[src/rtl/ffrx_pkg.sv]
`default_nettype none

package ffrx_pkg;

   // frame marks
   localparam logic [7:0] START_MARK = 8'h53;   // 'S'
   localparam logic [7:0] END_MARK   = 8'h45;   // 'E'

   localparam logic [15:0] TIMEOUT_RESET = 16'd200;
   localparam logic [15:0] TICKS_MAX     = 16'hFFFF;

   // input item kinds
   localparam logic OP_BYTE = 1'b0;
   localparam logic OP_TICK = 1'b1;

   typedef enum logic [1:0] {
      STATUS_WORD    = 2'd0,
      STATUS_BAD_SUM = 2'd1,
      STATUS_TIMEOUT = 2'd2
   } status_type;

   // sequencer steps
   typedef enum logic [1:0] {
      STEP_ACCEPT = 2'd0,
      STEP_READ   = 2'd1,
      STEP_EMIT   = 2'd2
   } step_type;

   // jump conditions
   typedef enum logic [1:0] {
      COND_NONE      = 2'd0,
      COND_GOOD_END  = 2'd1,
      COND_LAST_SENT = 2'd2
   } cond_type;

   typedef struct packed {
      logic     take_item;   // input channel open
      logic     read_word;   // read payload RAM at the word index
      logic     emit_word;   // present payload words on the output
      cond_type cond;
      step_type target;      // taken when cond holds
      step_type seq_next;    // otherwise
   } ctrl_type;

   // control store
   function automatic ctrl_type microcode(input step_type step);
      ctrl_type c;
      c = '{take_item: 1'b0, read_word: 1'b0, emit_word: 1'b0,
            cond: COND_NONE, target: STEP_ACCEPT, seq_next: STEP_ACCEPT};
      case (step)
         STEP_ACCEPT: begin
            c.take_item = 1'b1;
            c.cond      = COND_GOOD_END;
            c.target    = STEP_READ;
            c.seq_next  = STEP_ACCEPT;
         end
         STEP_READ: begin
            c.read_word = 1'b1;
            c.seq_next  = STEP_EMIT;
         end
         STEP_EMIT: begin
            c.emit_word = 1'b1;
            c.cond      = COND_LAST_SENT;
            c.target    = STEP_ACCEPT;
            c.seq_next  = STEP_EMIT;
         end
         default: begin
            c.seq_next = STEP_ACCEPT;
         end
      endcase
      return c;
   endfunction

endpackage

`default_nettype wire

[src/rtl/fixed_frame_receiver_xor_check_unit.sv]
`default_nettype none

// channel   ports                      direction  word
// -------   -------------------------  ---------  ---------------------------------------
// req       req_valid / req_ready      in         op, rx_byte
// rsp       rsp_valid / rsp_ready      out        status, word_index, word_value,
//                                                 calc_checksum, sent_checksum, last
// csr       csr_wr_en / csr_wr_data    in         timeout_ticks, written at once
//
// A byte or a tick is taken in the accept step, one item per cycle while the
// output register drains. A good closing 'E' starts the microcoded burst: a
// read step fetches word 0 from the payload RAM, then the emit step gives one
// result per cycle out of the RAM's registered read port while rsp is not stalled.
// Reset (synchronous) restarts the frame, clears the tick count and loads a
// timeout of 200. Payload RAM is not cleared. A stalled rsp holds req off.

module fixed_frame_receiver_xor_check_unit #(
   parameter int NUM_WORDS = 12
) (
   input  wire logic        clock,
   input  wire logic        reset,

   input  wire logic        req_valid,
   output      logic        req_ready,
   input  wire logic        req_op,
   input  wire logic [7:0]  req_rx_byte,

   output      logic        rsp_valid,
   input  wire logic        rsp_ready,
   output      logic [1:0]  rsp_status,
   output      logic [3:0]  rsp_word_index,
   output      logic [31:0] rsp_word_value,
   output      logic [7:0]  rsp_calc_checksum,
   output      logic [7:0]  rsp_sent_checksum,
   output      logic        rsp_last,

   input  wire logic        csr_wr_en,
   input  wire logic [15:0] csr_wr_data
);

   localparam int PAYLOAD_BYTES = 4 * NUM_WORDS;
   localparam int FRAME_BYTES   = PAYLOAD_BYTES + 3;
   localparam int CNT_W         = $clog2(FRAME_BYTES + 1);
   localparam int IDX_W         = (NUM_WORDS > 1) ? $clog2(NUM_WORDS) : 1;

   // sequencer
   ffrx_pkg::step_type step_ff, step_in;
   ffrx_pkg::ctrl_type ctrl;
   logic               cond_true;

   // frame state
   logic [CNT_W-1:0] count_ff, count_in;
   logic [7:0]       xor_ff, xor_in;
   logic [7:0]       sent_ff, sent_in;
   logic [15:0]      idle_ff, idle_in;
   logic [15:0]      timeout_ff, timeout_in;
   logic [23:0]      acc_ff, acc_in;       // low bytes of the word being built
   logic [IDX_W-1:0] idx_ff, idx_in;       // burst word index

   // output register
   logic              rsp_valid_ff, rsp_valid_in;
   ffrx_pkg::status_type rsp_status_ff, rsp_status_in;
   logic [3:0]        rsp_index_ff, rsp_index_in;
   logic [31:0]       rsp_value_ff, rsp_value_in;
   logic [7:0]        rsp_calc_ff, rsp_calc_in;
   logic [7:0]        rsp_sent_ff, rsp_sent_in;
   logic              rsp_last_ff, rsp_last_in;

   // payload RAM
   logic             ram_wr_en;
   logic [IDX_W-1:0] ram_wr_addr;
   logic             ram_rd_en;
   logic [IDX_W-1:0] ram_rd_addr;
   logic [31:0]      ram_rd_data;

   logic             out_free;
   logic             take;
   logic             good_end;
   logic             is_last;
   logic [15:0]      idle_sat;
   logic [CNT_W-1:0] off;

   assign ctrl      = ffrx_pkg::microcode(step_ff);
   assign out_free  = !rsp_valid_ff || rsp_ready;
   assign req_ready = ctrl.take_item && out_free;
   assign take      = req_valid && req_ready;
   assign is_last   = (idx_ff == IDX_W'(NUM_WORDS - 1));
   assign idle_sat  = (idle_ff == ffrx_pkg::TICKS_MAX) ? idle_ff : idle_ff + 16'd1;
   assign off       = count_ff - CNT_W'(1);

   always_comb begin
      count_in      = count_ff;
      xor_in        = xor_ff;
      sent_in       = sent_ff;
      idle_in       = idle_ff;
      timeout_in    = csr_wr_en ? csr_wr_data : timeout_ff;
      acc_in        = acc_ff;
      idx_in        = idx_ff;
      good_end      = 1'b0;
      ram_wr_en     = 1'b0;
      ram_wr_addr   = IDX_W'(off >> 2);
      ram_rd_en     = 1'b0;
      ram_rd_addr   = idx_ff;

      rsp_valid_in  = rsp_valid_ff && !rsp_ready;
      rsp_status_in = rsp_status_ff;
      rsp_index_in  = rsp_index_ff;
      rsp_value_in  = rsp_value_ff;
      rsp_calc_in   = rsp_calc_ff;
      rsp_sent_in   = rsp_sent_ff;
      rsp_last_in   = rsp_last_ff;

      if (take) begin
         if (req_op == ffrx_pkg::OP_TICK) begin
            if (idle_sat > timeout_ff) begin
               count_in      = '0;
               xor_in        = '0;
               idle_in       = '0;
               rsp_valid_in  = 1'b1;
               rsp_status_in = ffrx_pkg::STATUS_TIMEOUT;
               rsp_index_in  = '0;
               rsp_value_in  = '0;
               rsp_calc_in   = '0;
               rsp_sent_in   = '0;
               rsp_last_in   = 1'b1;
            end else begin
               idle_in = idle_sat;
            end
         end else if (count_ff == '0 && req_rx_byte != ffrx_pkg::START_MARK) begin
            // hunting for a start mark
         end else if (count_ff >= CNT_W'(FRAME_BYTES)) begin
            // end mark was missing: drop this byte and restart
            count_in = '0;
            xor_in   = '0;
            idle_in  = '0;
         end else begin
            count_in = count_ff + CNT_W'(1);
            if (count_ff >= CNT_W'(1) && count_ff <= CNT_W'(PAYLOAD_BYTES)) begin
               xor_in = xor_ff ^ req_rx_byte;
               acc_in = {req_rx_byte, acc_ff[23:8]};
               if (off[1:0] == 2'd3) begin
                  ram_wr_en = 1'b1;
               end
            end else if (count_ff == CNT_W'(PAYLOAD_BYTES + 1)) begin
               sent_in = req_rx_byte;
            end else if (count_ff == CNT_W'(PAYLOAD_BYTES + 2) &&
                         req_rx_byte == ffrx_pkg::END_MARK) begin
               count_in = '0;
               xor_in   = '0;
               idle_in  = '0;
               if (xor_ff == sent_ff) begin
                  good_end = 1'b1;   // burst follows from the sequencer
               end else begin
                  rsp_valid_in  = 1'b1;
                  rsp_status_in = ffrx_pkg::STATUS_BAD_SUM;
                  rsp_index_in  = '0;
                  rsp_value_in  = '0;
                  rsp_calc_in   = xor_ff;
                  rsp_sent_in   = sent_ff;
                  rsp_last_in   = 1'b1;
               end
            end
         end
      end

      if (ctrl.read_word) begin
         ram_rd_en = 1'b1;
      end

      // sums matched, so both checksum fields carry the received byte
      if (ctrl.emit_word && out_free) begin
         rsp_valid_in  = 1'b1;
         rsp_status_in = ffrx_pkg::STATUS_WORD;
         rsp_index_in  = 4'(idx_ff);
         rsp_value_in  = ram_rd_data;
         rsp_calc_in   = sent_ff;
         rsp_sent_in   = sent_ff;
         rsp_last_in   = is_last;
         if (is_last) begin
            idx_in = '0;
         end else begin
            idx_in      = idx_ff + IDX_W'(1);
            ram_rd_en   = 1'b1;
            ram_rd_addr = idx_ff + IDX_W'(1);
         end
      end
   end

   always_comb begin
      case (ctrl.cond)
         ffrx_pkg::COND_GOOD_END:  cond_true = good_end;
         ffrx_pkg::COND_LAST_SENT: cond_true = out_free && is_last;
         default:                  cond_true = 1'b0;
      endcase
      step_in = cond_true ? ctrl.target : ctrl.seq_next;
   end

   always_ff @(posedge clock) begin
      if (reset) begin
         step_ff      <= ffrx_pkg::STEP_ACCEPT;
         count_ff     <= '0;
         xor_ff       <= '0;
         sent_ff      <= '0;
         idle_ff      <= '0;
         timeout_ff   <= ffrx_pkg::TIMEOUT_RESET;
         idx_ff       <= '0;
         rsp_valid_ff <= 1'b0;
      end else begin
         step_ff      <= step_in;
         count_ff     <= count_in;
         xor_ff       <= xor_in;
         sent_ff      <= sent_in;
         idle_ff      <= idle_in;
         timeout_ff   <= timeout_in;
         idx_ff       <= idx_in;
         rsp_valid_ff <= rsp_valid_in;
      end
   end

   always_ff @(posedge clock) begin
      acc_ff        <= acc_in;
      rsp_status_ff <= rsp_status_in;
      rsp_index_ff  <= rsp_index_in;
      rsp_value_ff  <= rsp_value_in;
      rsp_calc_ff   <= rsp_calc_in;
      rsp_sent_ff   <= rsp_sent_in;
      rsp_last_ff   <= rsp_last_in;
   end

   ffrx_ram #(
      .WIDTH (32),
      .DEPTH (NUM_WORDS),
      .ADDR_W(IDX_W)
   ) u_payload_ram (
      .clock  (clock),
      .wr_en  (ram_wr_en),
      .wr_addr(ram_wr_addr),
      .wr_data({req_rx_byte, acc_ff}),
      .rd_en  (ram_rd_en),
      .rd_addr(ram_rd_addr),
      .rd_data(ram_rd_data)
   );

   assign rsp_valid         = rsp_valid_ff;
   assign rsp_status        = rsp_status_ff;
   assign rsp_word_index    = rsp_index_ff;
   assign rsp_word_value    = rsp_value_ff;
   assign rsp_calc_checksum = rsp_calc_ff;
   assign rsp_sent_checksum = rsp_sent_ff;
   assign rsp_last          = rsp_last_ff;

endmodule

`default_nettype wire

[src/rtl/ffrx_ram.sv]
`default_nettype none

module ffrx_ram #(
   parameter int WIDTH = 32,
   parameter int DEPTH = 12,
   parameter int ADDR_W = (DEPTH > 1) ? $clog2(DEPTH) : 1
) (
   input  wire logic              clock,
   input  wire logic              wr_en,
   input  wire logic [ADDR_W-1:0] wr_addr,
   input  wire logic [WIDTH-1:0]  wr_data,
   input  wire logic              rd_en,
   input  wire logic [ADDR_W-1:0] rd_addr,
   output      logic [WIDTH-1:0]  rd_data
);

   logic [WIDTH-1:0] mem_ff [DEPTH];
   logic [WIDTH-1:0] rd_data_ff;

   always_ff @(posedge clock) begin
      if (wr_en) begin
         mem_ff[wr_addr] <= wr_data;
      end
      if (rd_en) begin
         rd_data_ff <= mem_ff[rd_addr];
      end
   end

   assign rd_data = rd_data_ff;

endmodule

`default_nettype wire
[config.mk]
export PLATFORM = sky130hd
export DESIGN_NAME = fixed_frame_receiver_xor_check_unit
export DESIGN_NICKNAME = d
export VERILOG_FILES = /design/src/rtl/ffrx_pkg.sv /design/src/rtl/fixed_frame_receiver_xor_check_unit.sv /design/src/rtl/ffrx_ram.sv
export SDC_FILE = /design/constraint.sdc
export NUM_CORES = 1
export LEC_CHECK = 0
export ABC_AREA = 1
export ABC_CLOCK_PERIOD_IN_PS = 7550
export BUFFER_PORTS_ARGS = -buffer_cell sky130_fd_sc_hd__buf_2
export CORE_MARGIN = 2
export CORE_UTILIZATION = 35
export DETAILED_ROUTE_END_ITERATION = 6
export PLACE_DENSITY = 0.55
export SKIP_CTS_REPAIR_TIMING = 1
export SYNTH_ARGS = -nofsm -noshare
export SYNTH_HDL_FRONTEND = slang
export SYNTH_SLANG_ARGS = --single-unit
[constraint.sdc]
create_clock -name clock -period 7.55 [get_ports clock]
set_clock_uncertainty 0.2 [all_clocks]
set_input_delay 0.3775 -clock clock [delete_from_list [all_inputs] [get_ports clock]]
set_output_delay 0.3775 -clock clock [all_outputs]
set_load 0.005 [all_outputs]
; ---- After elaboration in Yosys (flattened, before gate mapping)
; Memory sizes are Yosys's and may differ from the RTL's. A register that Yosys moved wholly into a read port is not among the register bits.
; Cells that the tools add are included.
[totals]
ram_bits = 384
latchBits = 0
mem_bits_ro = 0
mem_count = 1
word_cells = 199
out_inout_bits = 57
input_bits = 30
register_bits = 140
[memory_table]
columns = name, depth, word_bits, read_ports, rd_ports_with_merged_regs, write_ports, line_no
row1 = u_payload_ram.mem_ff, 12, 32, 1, 1, 1, ffrx_ram.sv:17  ; logic [WIDTH-1:0] mem_ff [DEPTH];
[classes]
addsub = 4
n_bitwise = 5
n_reduce_logical = 26
n_mux = 117
magnitude_cmp = 4
eq_ne = 27
n_mul = 0
div = 0
shifts = 0
[op_table]
columns = operator, n
row1 = 32-bit two-way mux, 10
row2 = 8-bit two-way mux, 25
row3 = 16-bit two-way mux, 8
row4 = 4-bit two-way mux, 13
row5 = 1-bit two-way mux, 42
row6 = 6-bit two-way mux, 7
row7 = 2-bit two-way mux, 10
row8 = "16-bit by 1-bit adder with 16-bit output, second input constant", 1
row9 = "16-bit == test, second input constant", 1
row10 = 16-bit greater-than comparator, 1
row11 = 8-bit AND reduction, 2
row12 = "3-bit by 2-bit inequality test with 1-bit output, second input constant", 5
row13 = 5-bit AND reduction, 3
row14 = "6-bit == test, second input constant", 2
row15 = "2-bit inequality test, second input constant", 5
row16 = "8-bit by 7-bit == test with 1-bit output, second input constant", 1
row17 = 8-bit == test, 1
row18 = 1-bit logical AND, 8
row19 = "8-bit by 7-bit inequality test with 1-bit output, second input constant", 1
row20 = 4-bit case mux with 2 select lines, 1
row21 = 8-bit bitwise XOR, 1
row22 = "6-bit by 1-bit adder with 6-bit output, second input constant", 1
row23 = "2-bit == test, second input constant", 3
row24 = "6-bit by 1-bit >= comparator with 1-bit output, second input constant", 1
row25 = 22 further kinds, 30

; ---- Logic depth before layout (Yosys ltp)
[logic_depth]
ltp_word = 11
depth_mapped = 23
ltp_nobuf = 23

; ---- Cells and area by module
; A second synthesis with hierarchy kept.
[hier_totals]
cells_unflattened = 2245
area_unflattened_um2 = 23885.4
[by_module_without_submodules]
columns = mod, instances, cells_per_inst, seq_area_each_um2, area_per_inst_um2
row1 = ffrx_ram, 1, 1481, 12492.0, 17067.6
row2 = fixed_frame_receiver_xor_check_unit, 1, 764, 3573.4, 6817.8

; ---- Least setup slack after synthesis
; OpenSTA, ideal clock, no wires.
[synth_timing]
path_kind = register to register
from = register count_ff[0]
to = memory u_payload_ram.mem_ff[0][0] (enable)
slack_ns = 2.866
period_less_slack_ns = 4.684
setup_ns = 0.421
arrival_ns = 4.063
required_time_ns = 6.929
path_buffers = 1
path_stages_with_launch = 13
cell_sequence = dfxtp_1 -> inv_1 -> ha_1 -> nand2_2 -> nor2_1 -> nand2_1 -> nand2_2 -> buf_2 -> inv_1 -> nand2_1 -> nor2_1 -> nand3_1 -> nor2_1
[synth_via]
elab_chain_cells = 10
elab_cells_between_ends = 16
cone_classes = add/sub (1) / order compare (3) / eq/ne (1) / mux (8) / reduce/logical (3)
[synth_lines]
columns = item, line_no
row1 = "start, declared", fixed_frame_receiver_xor_check_unit.sv:52  ; logic [CNT_W-1:0] count_ff, count_in;
row2 = "start signal, assigned", fixed_frame_receiver_xor_check_unit.sv:210  ; count_ff <= count_in;
row3 = 6-bit by 1-bit subtractor with 6-bit output, fixed_frame_receiver_xor_check_unit.sv:89  ; assign off = count_ff - CNT_W'(1);
row4 = 2-bit == test, fixed_frame_receiver_xor_check_unit.sv:141  ; if (off[1:0] == 2'd3) begin
row5 = 1-bit two-way mux, fixed_frame_receiver_xor_check_unit.sv:141
row6 = 1-bit two-way mux, fixed_frame_receiver_xor_check_unit.sv:138  ; if (count_ff >= CNT_W'(1) && count_ff <= CNT_W'(PAYLOAD_BYTES)) begin
row7 = 1-bit two-way mux, fixed_frame_receiver_xor_check_unit.sv:131  ; end else if (count_ff >= CNT_W'(FRAME_BYTES)) begin
row8 = 1-bit two-way mux, fixed_frame_receiver_xor_check_unit.sv:129  ; end else if (count_ff == '0 && req_rx_byte != ffrx_pkg::START_MARK) begin
row9 = 1-bit two-way mux, fixed_frame_receiver_xor_check_unit.sv:114  ; if (req_op == ffrx_pkg::OP_TICK) begin
row10 = 1-bit two-way mux, fixed_frame_receiver_xor_check_unit.sv:113  ; if (take) begin
row11 = 1-bit two-way mux, ffrx_ram.sv:21  ; if (wr_en) begin
row12 = 1-bit two-way mux (not written as such), ffrx_ram.sv:22  ; mem_ff[wr_addr] <= wr_data;
row13 = "end, declared", ffrx_ram.sv:17
; Several ways; a longest one is shown, not always the timed one.

; ---- Final worst setup path
[layout_timing]
from = register idle_ff[1]
to = register rsp_value_ff[18], in the netlist rsp_word_value[18] (enable)
[layout_via]
elab_chain_cells = 5
elab_cells_between_ends = 6
cone_classes = add/sub (1) / order compare (1) / eq/ne (2) / mux (1) / reduce/logical (1)
[layout_lines]
columns = item, line_no
row1 = "start, declared", fixed_frame_receiver_xor_check_unit.sv:55  ; logic [15:0] idle_ff, idle_in;
row2 = "start signal, assigned", fixed_frame_receiver_xor_check_unit.sv:213  ; idle_ff <= idle_in;
row3 = 16-bit by 1-bit adder with 16-bit output or 16-bit == test (tied branches), fixed_frame_receiver_xor_check_unit.sv:88  ; assign idle_sat = (idle_ff == ffrx_pkg::TICKS_MAX) ? idle_ff : idle_ff + 16'd1;
row4 = 16-bit two-way mux (*), fixed_frame_receiver_xor_check_unit.sv:88
row5 = 16-bit greater-than comparator (*), fixed_frame_receiver_xor_check_unit.sv:115  ; if (idle_sat > timeout_ff) begin
row6 = 3-bit by 1-bit inequality test with 1-bit output (no line) (*), --
row7 = 8-bit AND reduction (no line) (*), --
row8 = "end signal, assigned", fixed_frame_receiver_xor_check_unit.sv:224  ; rsp_value_ff <= rsp_value_in;
row9 = "end, declared", fixed_frame_receiver_xor_check_unit.sv:64  ; logic [31:0] rsp_value_ff, rsp_value_in;
; Mark *: on every way between the ends. The rest lies on a longest branch, timed or not.
; A chain may end at the register's enable or synchronous reset.

==> run_results.csv <==
group,metric,value,unit
grt,grt_pass1_wl,83.4,mm
grt,grt_max_degree,194,
die,initial_utilization,35.5,%
synth,synth_area,22900,sq um
routing,vias_per_cell,4.93,
sta,drv_slew,0,
synth,ys_warn_count,0,
clock_tree,cts.sinks,556,
synth,yosys-top-cells-area,"edfxtp_1 65%, dfxtp_1 5.5%, o21ai_0 4.9%, nor2_1 4.7%, nand2_1 4.1%",
routing,postRouteAntennaNets,0,
sta,fmax,211,MHz
synth,synth.avg_cell_area,11.6,sq um
synth,yosysTopAreaCellShare,64.6,%
sta,hold_slack,0.00509,ns
pwr,power_density,240,nW/um^2
synth,synth_cell_types,43,
outcome,status,"completed",
die,fp.dieH,260,um
worst_setup_path,worstSetupPathType,"reg2reg",
die,fp.dieArea,67500,sq um
flow_run,drv_cap,0,
die,rows,93,
sta,finalCritPeriodShare,62.7,%
clock_tree,htreeDepth,2,
clock_tree,cts_max_path_buffers,3,
synth,yosysTopAreaCell,"edfxtp_1",
pwr,irDropWorstVdd,0.000178,V
worst_setup_path,cp-start-kind,"flip-flop",
grt,grt_usage,16.0,%
worst_setup_path,cp-end-kind,"flip-flop",
sta,fin_crit,4.73,ns
placement,hpwl,29.0,mm
worst_setup_path,cp.arrival,4.76,ns
worst_setup_path,required,7.58,ns
synth,synth_seq_cells,556,
synth,synth_edf_count,493,
die,fp.coreArea,64600,sq um
grt,antenna_found_initial,1,
sta,tightest_slew,1.08,ns
sta,slew_headroom,28.0,%
layout,syn2layout_area_growth,15.2,%
routing,remaining_drc_errors,0,
routing,vias,14700,
synth,ys.flop_type,"edfxtp_1",
grt,grt_pass1_vias,14200,
die,io_pins,87,
placement,portBuffers,86,
routing,drt_first_pass_iters,5,
clock_tree,path_clk_slew,0.06,ns
sta,setup_viol,0,
layout,multiInputGateArea,5900,sq um
routing,drt-initial-drc-count,1088,
pwr,p_leak,9.59,nW
clock_tree,cts-root-buf,"clkbuf_16",
min_path,hp-class,"in2reg",
layout,nFillCells,6111,
synth,synthCells,1982,
clock_tree,cts_tree,"built",
layout,drive_above_1_share,11.9,%
clock_tree,clk_latency,0.63,ns
die,die_x,260,um
worst_setup_path,critical_path.max_fanout,43,
synth,seq_area_frac_synth,70.1,%
placement,place_congestion,0.793,
sta,rsz0062_at_grt,"no",
layout,nNetsFinal,2139,
sta,setup_tns,0,ns
grt,overflow,0,
layout,diodes,0,
synth,synthArstFlopShare,0,%
synth,synth_nets,2041,
layout,seq_area,16100,sq um
routing,wirelength,55.0,mm
routing,wire_per_inst,18.4,um
sta,hold_viol_final,0,
clock_tree,cts_inserted_buffers,58,
worst_setup_path,regToRegSetupSlack,2.82,ns
-- cells in the final DEF, fill, tap and decap left out, types with 3 or more instances in the layout --
cell / count
buf_2: 86
nor3_1: 8
nand3_1: 89
a21oi_1: 81
inv_1: 170
buf_4: 19
o21ai_0: 223
xor2_1: 13
dfxtp_1: 63
nand2_1: 249
o22ai_1: 5
clkbuf_8: 4
a211oi_1: 8
or2_2: 31
o21ai_1: 7
clkbuf_16: 60
clkinv_1: 18
a21oi_2: 5
edfxtp_1: 493
nor2_4: 14
nand4_1: 17
o211ai_1: 57
nand2_2: 6
dlygate4sd3_1: 27
clkbuf_1: 18
inv_2: 3
clkinv_2: 6
ha_1: 29
xnor2_1: 13
nor2_1: 271
nor4_1: 9
buf_12: 3
-- worst max-delay path, cell delays in order (launching register included) --
cell and delay, ns:
dfxtp_1 0.38, ha_1 0.23, nand2_1 0.09, nor2_1 0.12, nand2_1 0.10, nor2_1 0.26
inv_1 0.27, nor2_1 0.15, nor2_1 0.07, ha_1 0.29, nand2_1 0.06, nand2_1 0.05
nand2_1 0.04, nand2_1 0.06, nand2_1 0.06, nand2_1 0.06, nand2_1 0.05, nand2_1 0.06
nand2_1 0.05, nand2_1 0.42, nand3_1 0.28, nand2_2 0.30, buf_4 0.57
-- per-layer routing --
layer | up-vias | global-route usage (%) | wire (um) | part of all wire [%]
met5 | - | 0 | 0 | 0
met4 | 0 | 5.25 | 1370 | 2.5
met3 | 88 | 2.36 | 2450 | 4.5
met2 | 307 | 27.2 | 26900 | 49
met1 | 7195 | 21.1 | 24200 | 44
li1 | 7111 | - | - | -
-- Yosys cell counts, drive strengths merged, types with 9 or more instances --
| library cell | number |
|---|---|
| nor3 | 9 |
| edfxtp | 493 |
| buf | 50 |
| ha | 29 |
| o211ai | 57 |
| or2 | 31 |
| inv | 174 |
| clkbuf | 47 |
| nand2 | 257 |
| xnor2 | 13 |
| xor2 | 13 |
| nand3 | 89 |
| nor4 | 9 |
| nand4 | 17 |
| dfxtp | 63 |
| o21ai | 233 |
| a21oi | 88 |
| nor2 | 288 |
-- sequential cells by signal, indices dropped and copies added, names as in the netlist, 16 cells and up --
signal / count
acc_ff: 24
idle_ff: 16
rsp_word_value: 32
timeout_ff: 16
u_payload_ram.mem_ff: 384
u_payload_ram.rd_data: 32
-- kinds of logic (layout without fill, tap and decap cells) --
family / count (synthesis) / count (layout) / share of synthesized area [%]
AOI/OAI and AO/OA: 395 / 395 / 9.60
and+or+nand+nor: 704 / 704 / 13.0
xor gates and xnor gates: 26 / 26 / 0.994
buffers and inverters: 272 / 419 / 4.72
DFF: 556 / 556 / 70.1
adders and majority gates: 29 / 29 / 1.58
-- layout make-up --
cell class | count | share of cell area, %
well taps | 855 | 4.05
flip-flops and latches | 556 | 60.9
inverters | 175 | 2.50
multi-input cells | 1154 | 22.3
clock buffers | 82 | 6.15
clock inverters | 27 | 0.645
repair buffers | 135 | 3.42
-- where the power goes --
| group | switching [mW] | internal, mW | leakage (nW) |
|---|---|---|---|
| combinational | 0.154 | 0.0638 | 3.76 |
| clock | 1.18 | 1.53 | 0.870 |
| sequential | 0.0374 | 3.38 | 4.97 |
-- metrics by stage --
stage / util [%] / cell area, sq um / power (mW) / std cells / worst slack, ns
final: 40.9 / 26400 / 6.35 / 2984 / 2.82
after global routing: 40.9 / 26400 / 6.55 / 2984 / 2.31
after CTS: 40.4 / 26100 / 6.40 / 2957 / 2.77
after detailed placement: 37.7 / 24300 / 3.69 / 2848 / 2.86
after global placement: 37.7 / 24300 / 3.69 / 2848 / 2.93
after floorplan: - / 22900 / 3.59 / 1982 / 2.87
-- worst paths after layout --
check                      from                 end  cells after the start
setup / recovery     idle_ff[1]  rsp_word_value[18]                     22
hold / removal           req_op       rsp_status[1]                      3
setup reg to reg     idle_ff[1]  rsp_word_value[18]                     22
hold reg to reg   timeout_ff[1]       timeout_ff[1]                      2
(Power assumes the default switching activity.)
